<file path="config.mk">
export PLATFORM = sky130hd
export DESIGN_NAME = sbcc_alu
export DESIGN_NICKNAME = d
export VERILOG_FILES = /design/src/rtl/sprite_blitter_clip_colorkey_defines.svh /design/src/rtl/sbcc_pkg.sv /design/src/rtl/sbcc_alu.sv
export SDC_FILE = /design/constraint.sdc
export NUM_CORES = 1
export LEC_CHECK = 0
export BUFFER_PORTS_ARGS = -buffer_cell sky130_fd_sc_hd__buf_2
export CORE_MARGIN = 1
export CORE_UTILIZATION = 48
export DETAILED_ROUTE_END_ITERATION = 10
export GPL_ROUTABILITY_DRIVEN = 0
export PLACE_DENSITY = 0.85
export SLEW_MARGIN = 20
export SYNTH_ARGS = -nofsm -noshare
export SYNTH_HDL_FRONTEND = slang
export SYNTH_SLANG_ARGS = --single-unit
</file>
<file path="constraint.sdc">
create_clock -name vclk -period 4
set_clock_uncertainty 0.2 [all_clocks]
set_input_delay 0.6 -clock vclk [all_inputs]
set_output_delay 0.6 -clock vclk [all_outputs]
set_load 0.03 [all_outputs]
</file>
<file path="src/rtl/sprite_blitter_clip_colorkey_defines.svh">
// assertion macros for the sprite blitter
// used by files that assert; needs i_clk and i_rst_n in scope
`ifndef SPRITE_BLITTER_CLIP_COLORKEY_DEFINES_SVH
`define SPRITE_BLITTER_CLIP_COLORKEY_DEFINES_SVH

// same-cycle implication, disabled during reset
`define SBCC_ASSERT_IMPL(lbl, ante, cons, msg) \
    lbl: assert property (@(posedge i_clk) disable iff (!i_rst_n) (ante) |-> (cons)) \
        else $error(msg);

// next-cycle implication, disabled during reset
`define SBCC_ASSERT_NEXT(lbl, ante, cons, msg) \
    lbl: assert property (@(posedge i_clk) disable iff (!i_rst_n) (ante) |=> (cons)) \
        else $error(msg);

`endif

</file>
<file path="src/rtl/sbcc_pkg.sv">
// types and constants shared by the sprite blitter files
// no dependencies
package sbcc_pkg;

    localparam int TILE_PIXELS = 8;
    localparam int TILE_SHIFT  = 3;
    // coordinate width: 16-bit position minus 16-bit camera plus sprite size
    localparam int CW = 18;

    localparam logic [1:0] FUNC_CLEAR = 2'd0;
    localparam logic [1:0] FUNC_LOAD  = 2'd1;
    localparam logic [1:0] FUNC_DRAW  = 2'd2;
    localparam logic [1:0] FUNC_READ  = 2'd3;

    localparam logic REG_CAMERA_X = 1'b0;
    localparam logic REG_CAMERA_Y = 1'b1;

    typedef struct packed {
        logic [1:0]         func;
        logic [13:0]        index;
        logic [7:0]         pixel;
        logic signed [15:0] pos_x;
        logic signed [15:0] pos_y;
        logic [2:0]         width_tiles;
        logic [2:0]         height_tiles;
        logic [10:0]        sprite_length;
    } t_in_item;

    typedef struct packed {
        logic [7:0] read_pixel;
        logic [1:0] done_func;
    } t_out_item;

    // request to the shared coordinate adder
    typedef struct packed {
        logic               sub;
        logic signed [CW-1:0] a;
        logic signed [CW-1:0] b;
    } t_alu_req;

endpackage

</file>
<file path="src/rtl/sbcc_alu.sv">
// shared add/subtract unit for the draw setup sequence
// depends on sbcc_pkg
module sbcc_alu import sbcc_pkg::*; (
    input  t_alu_req             i_req,
    output logic signed [CW-1:0] o_sum
);

    logic [CW-1:0] b_op;

    // two's complement subtract via inverted operand and carry in
    assign b_op  = i_req.sub ? ~i_req.b : i_req.b;
    assign o_sum = i_req.a + b_op + {{(CW-1){1'b0}}, i_req.sub};

endmodule

</file>
**Word-level counts from Yosys, hierarchy flattened**

Index checks and enable logic that the tools add are counted.

- Add/subtract/negate cells: 2
- Muxes and demuxes: 1
- Bitwise logic cells: 1

Operators by type and width:

| operator | number |
|---|---|
| 18-bit by 1-bit adder with 18-bit output | 1 |
| 18-bit adder | 1 |
| 18-bit two-way mux | 1 |
| 18-bit inverter | 1 |

- Flip-flop bits (word level): 0
- Output and inout bits: 18

**Longest topological paths before layout**

Gate-level depths: netlist (run 1).

- Depth in word-level cells: 4
- Gate-level depth with buffers: 10
- Depth with buffers taken out: 8

**Worst setup path before layout (run 1)**

OpenSTA, ideal clock, no wires.

- Kind: input-to-output
- From: in i_req[36] (netlist bit)
- To: out o_sum[12]
- Arrival: 2994 ps
- Required time: 3200 ps
- Slack: 206 ps
- Cell stages on the path: 10
- Cell sequence: buf_6 -> buf_2 -> xor2_1 -> fa_1 -> a21oi_1 -> o21ai_1 -> a311o_1 -> a21boi_2 -> o21ai_1 -> xor2_1

- Word-level cells in the longest chain between the ends: 3

RTL lines:

| element | RTL line | source |
|---|---|---|
| start, declared | sbcc_alu.sv:4 | `input t_alu_req i_req,` |
| 18-bit two-way mux | sbcc_alu.sv:11 | `assign b_op = i_req.sub ? ~i_req.b : i_req.b;` |
| 18-bit adder | sbcc_alu.sv:12 | `assign o_sum = i_req.a + b_op + {{(CW-1){1'b0}}, i_req.sub};` |
| 18-bit by 1-bit adder with 18-bit output (*) | sbcc_alu.sv:12 |  |
| end, declared | sbcc_alu.sv:5 | `output logic signed [CW-1:0] o_sum` |

Mark *: on every way between the ends. The rest lies on a longest branch, timed or not.

**Worst setup path in the final report (run 1)**

Same ends and word-level chain as after synthesis.

==> results of run 1 <==
[layer usage]
metal	up-vias	wire (um)	global-route usage (%)
met3	2	148	0.755
met2	59	1440	46.8
li1	588	-	-
met5	-	0	0
met4	0	9	3.89
met1	532	1080	27.1
[power breakdown]
part           switching (mW)  leakage, nW  internal [mW]  total (mW)
Combinational           0.273        0.673          0.154       0.427
Sequential                  0            0              0           0
Clock                       0            0              0           0
[final cells by class]
cell class	instances	area, um2
repair buffers	56	283
inverters	2	7.51
fillers	187	671
well taps	27	33.8
multi-input cells	127	987
[path summary, 6_finish.rpt]
check	startpoint	end	slack (ns)	cells after the start
hold / removal	i_req[18]	o_sum[0]	1.32	3
setup / recovery	i_req[36]	o_sum[12]	0.24	10
[per-stage QoR]
stage                     area, um2  hold slack, ns  std cells  util (%)
final                          1310            1.32        212      66.2
after global routing           1310            1.35        212      66.2
after CTS                      1310            1.33        212      66.2
after detailed placement       1310            1.32        212      66.2
after global placement         1310            1.32        212      66.2
after floorplan                1010            1.17        132         -
[cell usage in the layout (no fill, tap or decap), types with 2 or more instances in the layout]
| cell | count |
|---|---|
| a21oi_1 | 13 |
| nand3_1 | 3 |
| o211ai_1 | 2 |
| a21o_1 | 3 |
| xnor2_1 | 10 |
| o21ai_0 | 5 |
| a21oi_2 | 2 |
| inv_1 | 2 |
| nand2_1 | 12 |
| nand3b_1 | 2 |
| o31ai_1 | 2 |
| a21boi_2 | 2 |
| buf_2 | 55 |
| and2_1 | 3 |
| a31oi_1 | 3 |
| xor2_1 | 23 |
| ha_1 | 16 |
| nor2_1 | 7 |
| o21ai_1 | 4 |
[worst max-delay path, cell delays in order]
cell      delay (ns)
buf_2           0.18
mux2_4          0.31
fa_1            0.41
a21oi_1         0.22
o21ai_1         0.15
a311o_1         0.43
a21boi_2        0.19
o21ai_1         0.10
xor2_1          0.15
buf_2           0.22
[logic make-up after synthesis]
logic type / count (synthesis) / share of synthesized area (%)
AO/OA/AOI/OAI: 43 / 29.3
XOR/XNOR: 33 / 28.5
AND/OR/NAND/NOR: 33 / 16.3
adder cells (fa/ha/maj): 17 / 21.7
buffers and inverters: 5 / 2.71
multiplexers: 1 / 1.48
==> flow_summary.json, run 1 <==
{
  "outcome": "finished, final reports clean",
  "p_leak_nw": 0.673,
  "rows": 16,
  "diodes": 0,
  "startpoint_type": "input pin",
  "die_h_um": 48.0,
  "required_ns": 3.20,
  "die_x_um": 48.0,
  "setup_viol": 0,
  "first_pass_iters": 4,
  "seq_cell_count": 0,
  "path_class": "in -> out",
  "maxCapViolCount": 0,
  "dieArea_um2": 2300,
  "post_drt_wl_per_cell_um": 12.6,
  "grt_overflow": 0,
  "cts_setup_buffers": 0,
  "ys_seq_area_share_pct": 0,
  "syn_nets": 186,
  "ctsHoldBuffers": 0,
  "synth_cell_types": 36,
  "crit_fanout": 10,
  "route.detailed.drc": 0,
  "power_uw": 427,
  "min_period_ns": 3.76,
  "grt_max_degree": 11,
  "drtIter0Drc": 13,
  "final-hold-violation-count": 0,
  "ir_drop_v": 0.000172,
  "power_density_nw_per_um2": 326,
  "io_pins": 55,
  "antenna_found_initial": 0,
  "synth_top_area_share_pct": 19.9,
  "syn-cell-area_um2": 1010,
  "synth_top_area_cell": "xor2_1",
  "yosys-top-cells-count": "xor2_1 (23), ha_1 (16), a21oi_1 (13)",
  "grt_usage_pct": 23.3,
  "drive_above_1_share_pct": 34.6,
  "core-area_um2": 1980,
  "fin_tns_setup_ns": 0,
  "synth.area.top_cells": "xor2_1 (20%), ha_1 (20%), xnor2_1 (8.6%)",
  "post-place-ws_ns": 0.241,
  "io_buffers": 55,
  "grt_pass1_vias": 1053,
  "worstSetupEndpointType": "primary output",
  "rsz0062_at_grt": "false",
  "setup_ws_ns": 0.241,
  "areaGrowthSynthToFinish_pct": 29.2,
  "routed_wirelength_um": 2670,
  "drv_slew": 0,
  "layout.nets": 241,
  "seqCellArea_um2": 0,
  "grt_pass1_wl_um": 4020,
  "postRouteAntennaNets": 0,
  "fmax_ghz": 0.266,
  "vias": 1181,
  "finalCritPeriodShare_pct": 94.0,
  "initial_core_util_pct": 51.2,
  "slew_headroom_pct": 79.1,
  "worst_pin_slew_ns": 0.313,
  "clkbuf_count": 0,
  "cp.arrival_ns": 2.96,
  "ys_warn_count": 0,
  "dp_hpwl_um": 2310,
  "synth_most_common_cell": "xor2_1",
  "netlist_instances": 132,
  "avgSynthCellArea_um2": 7.69,
  "hold_path.class": "in -> out",
  "routed_via_density": 5.57,
  "cts_resized": 0
}
Note: power is estimated with default switching activity, not from simulation.
==> inputs of run 2 (changes only) <==
Settings changed: RECOVER_POWER set to 25.
==> run 2 against run 1 <==
  * Final cell count stayed put
  * Routed wire length is 0.26% lower
  * Utilization is 0.19 points lower
  * Worst setup slack hardly changed
  * Combinational power hardly changed
  * Flip-flop and latch count stayed put
  * Cell area is 0.29% lower
  * Hold slack better by 0.033 ns
  * First-iteration DRC count is 150% higher
  * Largest power group unchanged
==> flow_summary.json, run 2 (synthesis gave the netlist of run 1 again) <==
{
  "outcome": "finished, final reports clean",
  "setup_ws_ns": 0.241,
  "required_ns": 3.20,
  "routed_wirelength_um": 2670,
  "startpoint_type": "input pin",
  "fill_cells": 190,
  "post-place-ws_ns": 0.241,
  "seqCellArea_um2": 0,
  "cts_setup_buffers": 0,
  "clkbuf_count": 0,
  "postRouteAntennaNets": 0,
  "path_class": "in -> out",
  "io_pins": 55,
  "grt_pass1_vias": 1053,
  "die_x_um": 48.0,
  "initial_core_util_pct": 51.2,
  "routed_via_density": 5.58,
  "antenna_found_initial": 0,
  "seq_cell_count": 0,
  "fin_area_um2": 1310,
  "p_leak_nw": 0.665,
  "rows": 16,
  "areaGrowthSynthToFinish_pct": 28.9,
  "vias": 1182,
  "rsz0062_at_grt": "false",
  "crit_fanout": 10,
  "dieArea_um2": 2300,
  "drv_slew": 0,
  "hold_path.class": "in -> out",
  "place_inst": 212,
  "fin_tns_setup_ns": 0,
  "worstSetupEndpointType": "primary output",
  "grt_max_degree": 11,
  "ir_drop_v": 0.000170,
  "die_h_um": 48.0,
  "diodes": 0,
  "final-hold-violation-count": 0,
  "drtIter0Drc": 32,
  "route.detailed.drc": 0,
  "power_density_nw_per_um2": 325,
  "layout.nets": 241,
  "post-route-util_pct": 66.0,
  "first_pass_iters": 4,
  "drive_above_1_share_pct": 33.0,
  "cp.arrival_ns": 2.96,
  "layout_commonest_cell": "buf_2",
  "post_drt_wl_per_cell_um": 12.6,
  "worst_pin_slew_ns": 0.361,
  "grt_pass1_wl_um": 4020,
  "maxCapViolCount": 0,
  "final_cell_mix": "buf_2 (52), xor2_1 (23), ha_1 (16), a21oi_1 (13), nand2_1 (12)",
  "fin_cells": 212,
  "finalCritPeriodShare_pct": 94.0,
  "core-area_um2": 1980,
  "dpl_cell_area_um2": 1310,
  "dp_hpwl_um": 2310,
  "fmax_ghz": 0.266,
  "ctsHoldBuffers": 0,
  "grt_overflow": 0,
  "setup_viol": 0,
  "min_period_ns": 3.76,
  "io_buffers": 55,
  "grt_usage_pct": 23.3,
  "slew_headroom_pct": 76.1,
  "cts_resized": 0
}
==> run 2: cell types whose count changed in the layout (fill, tap and decap cells not counted) <==
| cell | before | now |
|---|---|---|
| clkbuf_1 | 0 | 3 |
| buf_2 | 55 | 52 |
==> run 2: metal layers <==
layer / up-vias / wire length, um / GRT usage (%)
li1: 588 / - / -
met4: 0 / 9 / 3.89
met1: 533 / 1070 / 27.1
met5: - / 0 / 0
met2: 59 / 1440 / 46.8
met3: 2 / 145 / 0.755
==> run 2: final timing paths <==
path	from	to	slack, ns	depth (start not counted)
setup / recovery	i_req[36]	o_sum[12]	0.24	10
hold / removal	i_req[18]	o_sum[0]	1.36	3
==> run 2: layout make-up <==
type | instances | area, um2 | share of cell area (%)
Timing Repair Buffer | 56 | 279 | 21.3
Inverter | 2 | 7.51 | 0.574
Multi-Input combinational cell | 127 | 987 | 75.5
Tap cell | 27 | 33.8 | 2.58
==> run 2: per-stage QoR <==
step           total power, mW  hold WS, ns
2_1_floorplan            0.318         1.17
3_3_place_gp             0.415         1.32
3_5_place_dp             0.424         1.32
4_1_cts                  0.426         1.33
5_1_grt                  0.461         1.39
6_report                 0.425         1.36
==> run 2: critical path: stages <==
cell and delay (ns):
buf_2 0.18, mux2_4 0.31, fa_1 0.41, a21oi_1 0.22, o21ai_1 0.15, a311o_1 0.43, a21boi_2 0.19, o21ai_1 0.10
xor2_1 0.15, buf_2 0.22
==> run 2: where the power goes <==
group | switching [mW] | internal, mW
Sequential | 0 | 0
Clock | 0 | 0
Combinational | 0.273 | 0.152
Total | 0.273 | 0.152
